==> src/hdl/lru_key_value_cache_macros.svh <==
// ----------------------------------------------------------------------------
// lru_key_value_cache assertion macros
// Shared property shorthands for the cache's concurrent checks.
// ----------------------------------------------------------------------------
`ifndef LRU_KEY_VALUE_CACHE_MACROS_SVH
`define LRU_KEY_VALUE_CACHE_MACROS_SVH

// same-cycle implication, disabled while reset is low
`define LKVC_ASSERT_IMPL(label, clk, rst_n, ante, cons) \
  label: assert property (@(posedge clk) disable iff (!rst_n) (ante) |-> (cons)) \
    else $error("lkvc check failed");

// next-cycle implication, disabled while reset is low
`define LKVC_ASSERT_NEXT(label, clk, rst_n, ante, cons) \
  label: assert property (@(posedge clk) disable iff (!rst_n) (ante) |=> (cons)) \
    else $error("lkvc check failed");

`endif

==> src/hdl/lkvc_pkg.sv <==
// ----------------------------------------------------------------------------
// lkvc_pkg
// Types and constants shared by the LRU key-value cache modules.
// ----------------------------------------------------------------------------
package lkvc_pkg;

  localparam int VALUE_W   = 32;
  localparam int OUT_KEY_W = 14;
  localparam int CAP_W     = 5;
  localparam int ADDR_W    = 3;
  localparam int DATA_W    = 32;

  // register index, taken from paddr[2]
  localparam logic REG_CAPACITY = 1'b0;

  localparam logic [CAP_W-1:0] CAP_RESET = 5'd16;

  // request kinds
  localparam logic MODE_GET = 1'b0;
  localparam logic MODE_PUT = 1'b1;

  // command broadcast to every cell
  typedef struct packed {
    logic hit;     // request matched a stored key
    logic insert;  // put of a new key
    logic evict;   // insert drops the least recent entry
  } lkvc_cmd_t;

  // one result word
  typedef struct packed {
    logic                        hit;
    logic signed [VALUE_W-1:0]   read_value;
    logic                        evicted;
    logic        [OUT_KEY_W-1:0] evicted_key;
  } lkvc_res_t;

endpackage

==> src/hdl/lkvc_cell.sv <==
// ----------------------------------------------------------------------------
// lkvc_cell
// One slot of the recency-ordered chain: compares its key and shifts in the
// entry of its younger neighbor when the command says so.
// ----------------------------------------------------------------------------
module lkvc_cell #(
  parameter int KEY_BITS = 14
) (
  input  logic                              clk,
  input  logic                              rst_n,
  input  lkvc_pkg::lkvc_cmd_t               cmd_i,
  input  logic [KEY_BITS-1:0]               req_key_i,
  input  logic                              sh_valid_i,
  input  logic [KEY_BITS-1:0]               sh_key_i,
  input  logic signed [lkvc_pkg::VALUE_W-1:0] sh_value_i,
  input  logic                              hit_dn_i,
  output logic                              hit_up_o,
  output logic                              match_o,
  output logic                              valid_o,
  output logic [KEY_BITS-1:0]               key_o,
  output logic signed [lkvc_pkg::VALUE_W-1:0] value_o
);
  import lkvc_pkg::*;

  logic                      valid_r;
  logic [KEY_BITS-1:0]       key_r;
  logic signed [VALUE_W-1:0] value_r;
  logic                      shift;

  // key compare and match chain toward the front
  assign match_o  = valid_r && (key_r == req_key_i);
  assign hit_up_o = hit_dn_i | match_o;

  // hit: cells up to the match shift; insert: up to the first free cell,
  // or up to the last valid cell when evicting
  always_comb begin
    priority if (cmd_i.hit) begin
      shift = hit_up_o;
    end else if (cmd_i.insert) begin
      shift = cmd_i.evict ? valid_r : sh_valid_i;
    end else begin
      shift = 1'b0;
    end
  end

  always_ff @(posedge clk) begin
    if (!rst_n) begin
      valid_r <= 1'b0;
    end else if (shift) begin
      valid_r <= sh_valid_i;
    end
  end

  // payload, no reset
  always_ff @(posedge clk) begin
    if (shift) begin
      key_r   <= sh_key_i;
      value_r <= sh_value_i;
    end
  end

  assign valid_o = valid_r;
  assign key_o   = key_r;
  assign value_o = value_r;

endmodule

==> src/hdl/lkvc_out_buf.sv <==
// ----------------------------------------------------------------------------
// lkvc_out_buf
// Output register with a skid stage so a new word can be taken while the
// previous result is stalled.
// ----------------------------------------------------------------------------
module lkvc_out_buf (
  input  logic                 clk,
  input  logic                 rst_n,
  input  logic                 res_valid_i,
  input  lkvc_pkg::lkvc_res_t  res_i,
  output logic                 full_o,
  output logic                 out_valid_o,
  input  logic                 out_stall_i,
  output lkvc_pkg::lkvc_res_t  out_res_o
);
  import lkvc_pkg::*;

  logic      out_valid_r;
  logic      skid_valid_r;
  lkvc_res_t out_r;
  lkvc_res_t skid_r;
  logic      held;

  assign held = out_valid_r && out_stall_i;

  // control
  always_ff @(posedge clk) begin
    if (!rst_n) begin
      out_valid_r  <= 1'b0;
      skid_valid_r <= 1'b0;
    end else if (held) begin
      if (res_valid_i) begin
        skid_valid_r <= 1'b1;
      end
    end else begin
      out_valid_r  <= skid_valid_r | res_valid_i;
      skid_valid_r <= 1'b0;
    end
  end

  // payload
  always_ff @(posedge clk) begin
    if (held) begin
      if (res_valid_i) begin
        skid_r <= res_i;
      end
    end else if (skid_valid_r) begin
      out_r <= skid_r;
    end else if (res_valid_i) begin
      out_r <= res_i;
    end
  end

  assign full_o      = skid_valid_r;
  assign out_valid_o = out_valid_r;
  assign out_res_o   = out_r;

endmodule

==> src/hdl/lru_key_value_cache.sv <==
// ----------------------------------------------------------------------------
// lru_key_value_cache
// Fully associative key-value cache with least-recently-used replacement.
// ----------------------------------------------------------------------------
// Usage:
//   Input channel (in_valid/in_stall) carries one request word: mode (0 get,
//   1 put), key and value. Result channel (out_valid/out_stall) returns one
//   word per request: hit, read_value, evicted, evicted_key.
//   Entries sit in a chain of cells ordered by recency, most recent in cell 0.
//   Every cell compares its key in the same cycle; a hit or an insert shifts
//   the cells ahead of the target one place back, and the result word is
//   registered in the output register, or in the skid stage while that is
//   held under out_stall; throughput is one request per cycle while in_stall is low.
//   An output register plus a skid stage hold up to two results; in_stall
//   rises only when both are full under out_stall.
//   The capacity register (APB, address 0) limits entries in use before
//   eviction starts; 0 acts as 1, values above MAX_ENTRIES saturate.
//   Reset empties the chain and sets capacity to 16; no clearing pass.
// ----------------------------------------------------------------------------
`include "lru_key_value_cache_macros.svh"

module lru_key_value_cache #(
  parameter int MAX_ENTRIES = 16,
  parameter int KEY_BITS    = 14
) (
  input  logic                                clk,
  input  logic                                rst_n,
  // request channel
  input  logic                                in_valid,
  output logic                                in_stall,
  input  logic                                in_mode,
  input  logic [KEY_BITS-1:0]                 in_key,
  input  logic signed [lkvc_pkg::VALUE_W-1:0] in_value,
  // result channel
  output logic                                out_valid,
  input  logic                                out_stall,
  output logic                                out_hit,
  output logic signed [lkvc_pkg::VALUE_W-1:0] out_read_value,
  output logic                                out_evicted,
  output logic [lkvc_pkg::OUT_KEY_W-1:0]      out_evicted_key,
  // configuration port
  input  logic                                psel,
  input  logic                                penable,
  input  logic                                pwrite,
  input  logic [lkvc_pkg::ADDR_W-1:0]         paddr,
  input  logic [lkvc_pkg::DATA_W-1:0]         pwdata,
  output logic [lkvc_pkg::DATA_W-1:0]         prdata,
  output logic                                pready
);
  import lkvc_pkg::*;

  localparam int CNT_W  = $clog2(MAX_ENTRIES + 1);
  localparam int CAPX_W = (CNT_W > CAP_W) ? CNT_W : CAP_W;

  logic [CAP_W-1:0]  cap_r;
  logic [CNT_W-1:0]  count_r;
  logic [CNT_W-1:0]  count_nxt;
  logic [CAPX_W-1:0] cap_x;
  logic [CAPX_W-1:0] cap_eff;

  logic      in_fire;
  logic      buf_full;
  lkvc_cmd_t cmd;
  lkvc_res_t res;
  lkvc_res_t out_res;

  logic                      cell_valid [MAX_ENTRIES];
  logic [KEY_BITS-1:0]       cell_key   [MAX_ENTRIES];
  logic signed [VALUE_W-1:0] cell_value [MAX_ENTRIES];
  logic [MAX_ENTRIES-1:0]    match_vec;
  logic [MAX_ENTRIES-1:0]    valid_vec;
  logic [MAX_ENTRIES-1:0]    exp_valid;
  logic                      hit_chain  [MAX_ENTRIES+1];

  logic                      hit_any;
  logic signed [VALUE_W-1:0] hit_value;
  logic signed [VALUE_W-1:0] front_value;
  logic [KEY_BITS-1:0]       last_key;
  logic [KEY_BITS+OUT_KEY_W-1:0] last_key_wide;

  // configuration port
  assign pready = 1'b1;

  always_ff @(posedge clk) begin
    if (!rst_n) begin
      cap_r <= CAP_RESET;
    end else if (psel && penable && pwrite && (paddr[2] == REG_CAPACITY)) begin
      cap_r <= pwdata[CAP_W-1:0];
    end
  end

  assign prdata = (paddr[2] == REG_CAPACITY) ? DATA_W'(cap_r) : '0;

  // effective capacity
  always_comb begin
    cap_x = CAPX_W'(cap_r);
    priority if (cap_x == '0) begin
      cap_eff = CAPX_W'(1);
    end else if (cap_x > CAPX_W'(MAX_ENTRIES)) begin
      cap_eff = CAPX_W'(MAX_ENTRIES);
    end else begin
      cap_eff = cap_x;
    end
  end

  // request decode
  assign in_stall = buf_full;
  assign in_fire  = in_valid && !in_stall;
  assign hit_any  = hit_chain[0];

  always_comb begin
    cmd.hit    = in_fire && hit_any;
    cmd.insert = in_fire && (in_mode == MODE_PUT) && !hit_any;
    cmd.evict  = cmd.insert && (CAPX_W'(count_r) >= cap_eff);
  end

  // matched value and key of the last valid cell
  always_comb begin
    hit_value = '0;
    last_key  = '0;
    for (int j = 0; j < MAX_ENTRIES; j++) begin
      if (match_vec[j]) begin
        hit_value = hit_value | cell_value[j];
      end
      if (cell_valid[j] && ((j == MAX_ENTRIES - 1) || !valid_vec[(j + 1) % MAX_ENTRIES])) begin
        last_key = last_key | cell_key[j];
      end
    end
  end

  assign front_value   = (hit_any && (in_mode == MODE_GET)) ? hit_value : in_value;
  assign last_key_wide = {{OUT_KEY_W{1'b0}}, last_key};

  // cell chain
  assign hit_chain[MAX_ENTRIES] = 1'b0;

  for (genvar g = 0; g < MAX_ENTRIES; g++) begin : g_cell
    logic                      sh_valid;
    logic [KEY_BITS-1:0]       sh_key;
    logic signed [VALUE_W-1:0] sh_value;

    if (g == 0) begin : g_front
      assign sh_valid = 1'b1;
      assign sh_key   = in_key;
      assign sh_value = front_value;
    end else begin : g_link
      assign sh_valid = cell_valid[g-1];
      assign sh_key   = cell_key[g-1];
      assign sh_value = cell_value[g-1];
    end

    lkvc_cell #(
      .KEY_BITS(KEY_BITS)
    ) u_cell (
      .clk       (clk),
      .rst_n     (rst_n),
      .cmd_i     (cmd),
      .req_key_i (in_key),
      .sh_valid_i(sh_valid),
      .sh_key_i  (sh_key),
      .sh_value_i(sh_value),
      .hit_dn_i  (hit_chain[g+1]),
      .hit_up_o  (hit_chain[g]),
      .match_o   (match_vec[g]),
      .valid_o   (cell_valid[g]),
      .key_o     (cell_key[g]),
      .value_o   (cell_value[g])
    );

    assign valid_vec[g] = cell_valid[g];
    assign exp_valid[g] = (CNT_W'(g) < count_r);
  end

  // fill count
  always_comb begin
    count_nxt = count_r;
    if (cmd.insert && !cmd.evict) begin
      count_nxt = count_r + CNT_W'(1);
    end
  end

  always_ff @(posedge clk) begin
    if (!rst_n) begin
      count_r <= '0;
    end else begin
      count_r <= count_nxt;
    end
  end

  // result word
  always_comb begin
    res.hit         = hit_any;
    res.read_value  = (hit_any && (in_mode == MODE_GET)) ? hit_value : '0;
    res.evicted     = cmd.evict;
    res.evicted_key = cmd.evict ? last_key_wide[OUT_KEY_W-1:0] : '0;
  end

  lkvc_out_buf u_out_buf (
    .clk        (clk),
    .rst_n      (rst_n),
    .res_valid_i(in_fire),
    .res_i      (res),
    .full_o     (buf_full),
    .out_valid_o(out_valid),
    .out_stall_i(out_stall),
    .out_res_o  (out_res)
  );

  assign out_hit         = out_res.hit;
  assign out_read_value  = out_res.read_value;
  assign out_evicted     = out_res.evicted;
  assign out_evicted_key = out_res.evicted_key;

  // checks
  `LKVC_ASSERT_IMPL(a_match_onehot0, clk, rst_n, 1'b1, $onehot0(match_vec))
  `LKVC_ASSERT_IMPL(a_valid_packed, clk, rst_n, 1'b1, valid_vec == exp_valid)
  `LKVC_ASSERT_NEXT(a_get_keeps_count, clk, rst_n, in_fire && (in_mode == MODE_GET), $stable(count_r))
  `LKVC_ASSERT_IMPL(a_evict_not_hit, clk, rst_n, out_valid, !(out_evicted && out_hit))

endmodule

==> config.mk <==
export PLATFORM = sky130hd
export DESIGN_NAME = lru_key_value_cache
export DESIGN_NICKNAME = d
export VERILOG_FILES = /design/src/hdl/lkvc_pkg.sv /design/src/hdl/lkvc_cell.sv /design/src/hdl/lkvc_out_buf.sv /design/src/hdl/lru_key_value_cache.sv
export VERILOG_INCLUDE_DIRS = /design/src /design/src/hdl
export SDC_FILE = /design/constraint.sdc
export NUM_CORES = 1
export LEC_CHECK = 0
export ABC_AREA = 0
export BUFFER_PORTS_ARGS = -buffer_cell sky130_fd_sc_hd__clkbuf_2
export CORE_ASPECT_RATIO = 1.5
export CORE_MARGIN = 2
export CORE_UTILIZATION = 30
export CTS_CLUSTER_SIZE = 30
export DETAILED_ROUTE_END_ITERATION = 12
export PLACE_DENSITY_LB_ADDON = 0.3
export SYNTH_ARGS = -nofsm -noshare
export SYNTH_HDL_FRONTEND = slang
export SYNTH_SLANG_ARGS = --single-unit
export TNS_END_PERCENT = 1
==> constraint.sdc <==
create_clock -name clk -period 13.24 [get_ports clk]
set_input_delay 2.648 -clock clk [delete_from_list [all_inputs] [get_ports clk]]
set_output_delay 2.648 -clock clk [all_outputs]
set_load 0.01 [all_outputs]
==> metrics.md <==
| Metric | Value |
|---|---|
| Hold Crit Class | reg2reg |
| Crit. End Element | flip-flop |
| Worst setup path class | in2reg |
| Worst Path Max Fanout | 35 |
| Clk buf depth | 3 |
| Post-synth ARST share | 0 |
| Setup TNS | 0 ns |
| P&R area growth vs syn | 14.6% |
| H-tree depth | 3 |
| WL final | roughly 130000 um |
| Final Max Slew Viols | 0 |
| Hold path startpoint | g_cell[6].u_cell.value_o[9]$_DFFE_PP_ |
| Crit path launch type | primary input |
| DR iter-0 viols | roughly 2300 |
| Clock Latency Late Sink | about 0.70 ns |
| CTS Root Cell | clkbuf_16 |
| Design area | ~41000 sq um |
| Dpl cell area | 38400 sq um |
| Top Ports | 172 |
| ANT nets after route | 0 |
| Postcts setup bufs | 0 |
| Via count | between 20000 and 25000 |
| CTS buffer count | between 80 and 90 |
| Die height | about 430 um |
| CP dominant cell by count | buf_4 |
| GRT overflow | 0 |
| VDD IR max | between 100 and 150 uV |
| Area share of the largest cell type after synthesis | 0.697 |
| Worst-Margin Slew | ~1.4 ns |
| Leakage | roughly 13 nW |
| Worst r2r src | g_cell[14].u_cell.key_o[4]$_DFFE_PP_ |
| RSZ-0062 raised after global routing | false |
| Die area | ~120000 sq um |
| Critical Path Slowest Stage Cell | a21oi_4 |
| Syn Area/Cell | about 16 sq um |
| Crit path DAT | between 8 and 9 ns |
| Core area | 119000 sq um |
| Post-synth EDFFs | about 830 |
| R2r setup slk | between 7 and 8 ns |
| Commonest non-fill, non-tap cell in the layout | edfxtp_1 |
| Crit-path cells | clkbuf_2 > xnor2_1 > nand4_1 > nor4_4 > buf_4 > nor4_1 > nand4bb_1 > nor2_1 > a221oi_1 > a21oi_4 > buf_4 |
| GRT Util Overall | 0.206 |
| Global-route wire length before repair | around 180000 um |
| Final #Nets | approximately 2400 |
| Status | completed |
| Top cells by area, synth | edfxtp_1 70%, xnor2_1 5.6%, a22oi_1 3.2%, a221oi_1 2.7%, a22o_1 2.7% |
| Post-CTS Resized | 0 |
| Vias in the first global route | 23577 |
| PortBufs | ~110 |
| Register Area | between 20000 and 30000 sq um |
| Number of cells on the worst reg-to-reg path | 10 |
| Register area share after synthesis | 0.712 |
| CTS sink cnt | 860 |
| Fill cells | between 10000 and 15000 |
| Max frequency | approximately 0.13 GHz |
| Hold WS | 0.443 ns |
| Hold path cells | 0 |
| CP required | around 14 ns |
| Clock-pin slew on the worst setup and hold paths | around 0.07 ns |
| Synth cell types | 67 |
| Initial Utilization | 0.302 |
| Worst clock skew | 0.0298 ns |
| Yosys warnings | 0 |
| Slew Limit Headroom | 0.0833 |
| Primary FF master, synth | edfxtp_1 |
| Drt drc | 0 |
| Final core utilization | 0.346 |
| TritonCTS clock tree | yes |
| Row Count | ~160 |
| Initial antenna violation count | 3 |
| Vias per Instance | between 5 and 6 |
| Hold Buf Count CTS | 0 |
| Largest net degree at the start of global routing | 49 |
| Commonest cells after routing, fill and taps aside | 832 x edfxtp_1, 228 x xnor2_1, 151 x a22oi_1 |
| Final setup fails | 0 |
| Post-route insts no fill | roughly 4000 |
| Largest area contributor in the synthesized netlist | edfxtp_1 |
| Die Wd | 286 um |
| Crit path largest cell delay | ~0.93 ns |
| Hold Path Sink | g_cell[7].u_cell.value_o[9]$_DFFE_PP_ |
| Post-Place Cells | between 3000 and 4000 |
| Pwr dens | approximately 140 nW/um^2 |
| Gpl congestion | approximately 0.96 |
| DR WL/cell | approximately 32 um |
| Pre-antenna DRT Iters | 6 |
| Multi-input logic area | around 10000 sq um |
| Post-synthesis cell area | ~36000 sq um |
| Part of the cycle the worst path needs | 0.601 |
| Register bit count reported by yosys | 860 |
| Final hold violation count | 0 |
| HPWL after detailed placement | ~81000 um |
| Min Tclk post-route | between 7 and 8 ns |
| Post-Syn Instances | roughly 2200 |
| Share of cells above drive strength 1 | 0.168 |
| RR Endpoint | g_cell[13].u_cell.value_o[16]$_DFFE_PP_ |
| MaxCap Viol Count | 0 |
-- through the flow --
stage | power [mW] | setup slack [ns]
6_report | 5.62 | 5.28
5_1_grt | 5.76 | 5.14
3_5_place_dp | 3.21 | 4.58
4_1_cts | 5.67 | 5.28
3_3_place_gp | 3.21 | 4.63
2_1_floorplan | 3.14 | 4.57
-- synthesized netlist by cell type (3+ instances only) --
library cell / count
a21boi_0: 3
a21o_1: 47
a21oi_1: 22
a221o_1: 3
a221oi_1: 110
a22o_1: 109
a22oi_1: 151
a31oi_1: 4
a31oi_4: 30
and2_1: 4
and3_1: 33
buf_1: 3
buf_2: 6
buf_4: 42
buf_6: 17
clkbuf_1: 89
dfxtp_1: 28
edfxtp_1: 832
ha_1: 6
inv_1: 10
mux2_2: 33
mux2i_1: 14
nand2_1: 39
nand3_1: 49
nand4_1: 114
nor2_1: 64
nor2b_1: 20
nor3_1: 10
nor4_1: 22
nor4_2: 14
nor4b_1: 3
o21a_1: 5
o21ai_0: 11
or4_1: 6
xnor2_1: 228
-- worst max-delay path, delay by kind of cell --
| kind | cells | cell delay, ns |
|---|---|---|
| simple gates | 5 | 2.49 |
| buf+inv | 3 | 1.52 |
| compound gates | 2 | 1.18 |
| xor+xnor | 1 | 0.35 |
-- worst max-delay path by stage --
stage	start	to	slack, ns
2_1_floorplan	in_key[1]	g_cell[4].u_cell.key_o[0]$_DFFE_PP_	4.57
3_3_place_gp	in_key[8]	g_cell[13].u_cell.value_o[14]$_DFFE_PP_	4.63
3_5_place_dp	in_key[8]	g_cell[13].u_cell.value_o[14]$_DFFE_PP_	4.58
4_1_cts	in_key[8]	g_cell[13].u_cell.value_o[16]$_DFFE_PP_	5.28
5_1_grt	in_key[8]	g_cell[13].u_cell.value_o[17]$_DFFE_PP_	5.14
6_report	in_key[8]	g_cell[13].u_cell.value_o[16]$_DFFE_PP_	5.28
-- report_power, final --
part	switching (mW)	leakage, nW	internal (mW)
sequential	0.0118	7.82	2.97
combinational	0.122	3.60	0.0509
clock	1.11	1.34	1.36
total	1.24	12.8	4.38
-- layer usage --
metal	track usage	routed length, um	vias up
met5	0	25	-
met4	0.146	10000	4
met3	0.0371	9590	411
met2	0.356	63700	1403
met1	0.229	44700	11559
li1	-	-	9212
-- sequential cells by signal, summed over array words and instances (netlist names) --
| signal | count |
|---|---|
| g_cell.u_cell.key_o | 224 |
| u_out_buf.full_o | 1 |
| g_cell.u_cell.valid_o | 16 |
| u_out_buf.out_res_o | 48 |
| u_out_buf.skid_r | 48 |
| g_cell.u_cell.value_o | 512 |
| cap_r | 5 |
| u_out_buf.out_valid_o | 1 |
| count_r | 5 |
-- cells by family (layout without fill, tap and decap cells) --
logic type / after synthesis / after routing / share of synthesized area
XOR/XNOR: 228 / 228 / 0.0557
AO/OA/AOI/OAI: 519 / 519 / 0.127
AND/OR/NAND/NOR: 391 / 391 / 0.0628
adder cells (fa/ha/maj): 6 / 6 / 0.00209
multiplexers: 47 / 47 / 0.0143
other: 2 / 29 / 0.000209
buffers and inverters: 169 / 332 / 0.0262
flip-flops: 860 / 860 / 0.712
-- final cells by class --
| type | count | area share |
|---|---|---|
| repair buffers | 169 | 0.0239 |
| multi-input cells | 1219 | 0.239 |
| flip-flops and latches | 860 | 0.622 |
| well taps | 1570 | 0.0478 |
| clock buffers | 100 | 0.0539 |
| clock inverters | 52 | 0.0126 |
| diodes | 1 | 0.0000609 |
| inverters | 11 | 0.00100 |
No activity file was read; power rests on OpenSTA's default activity.
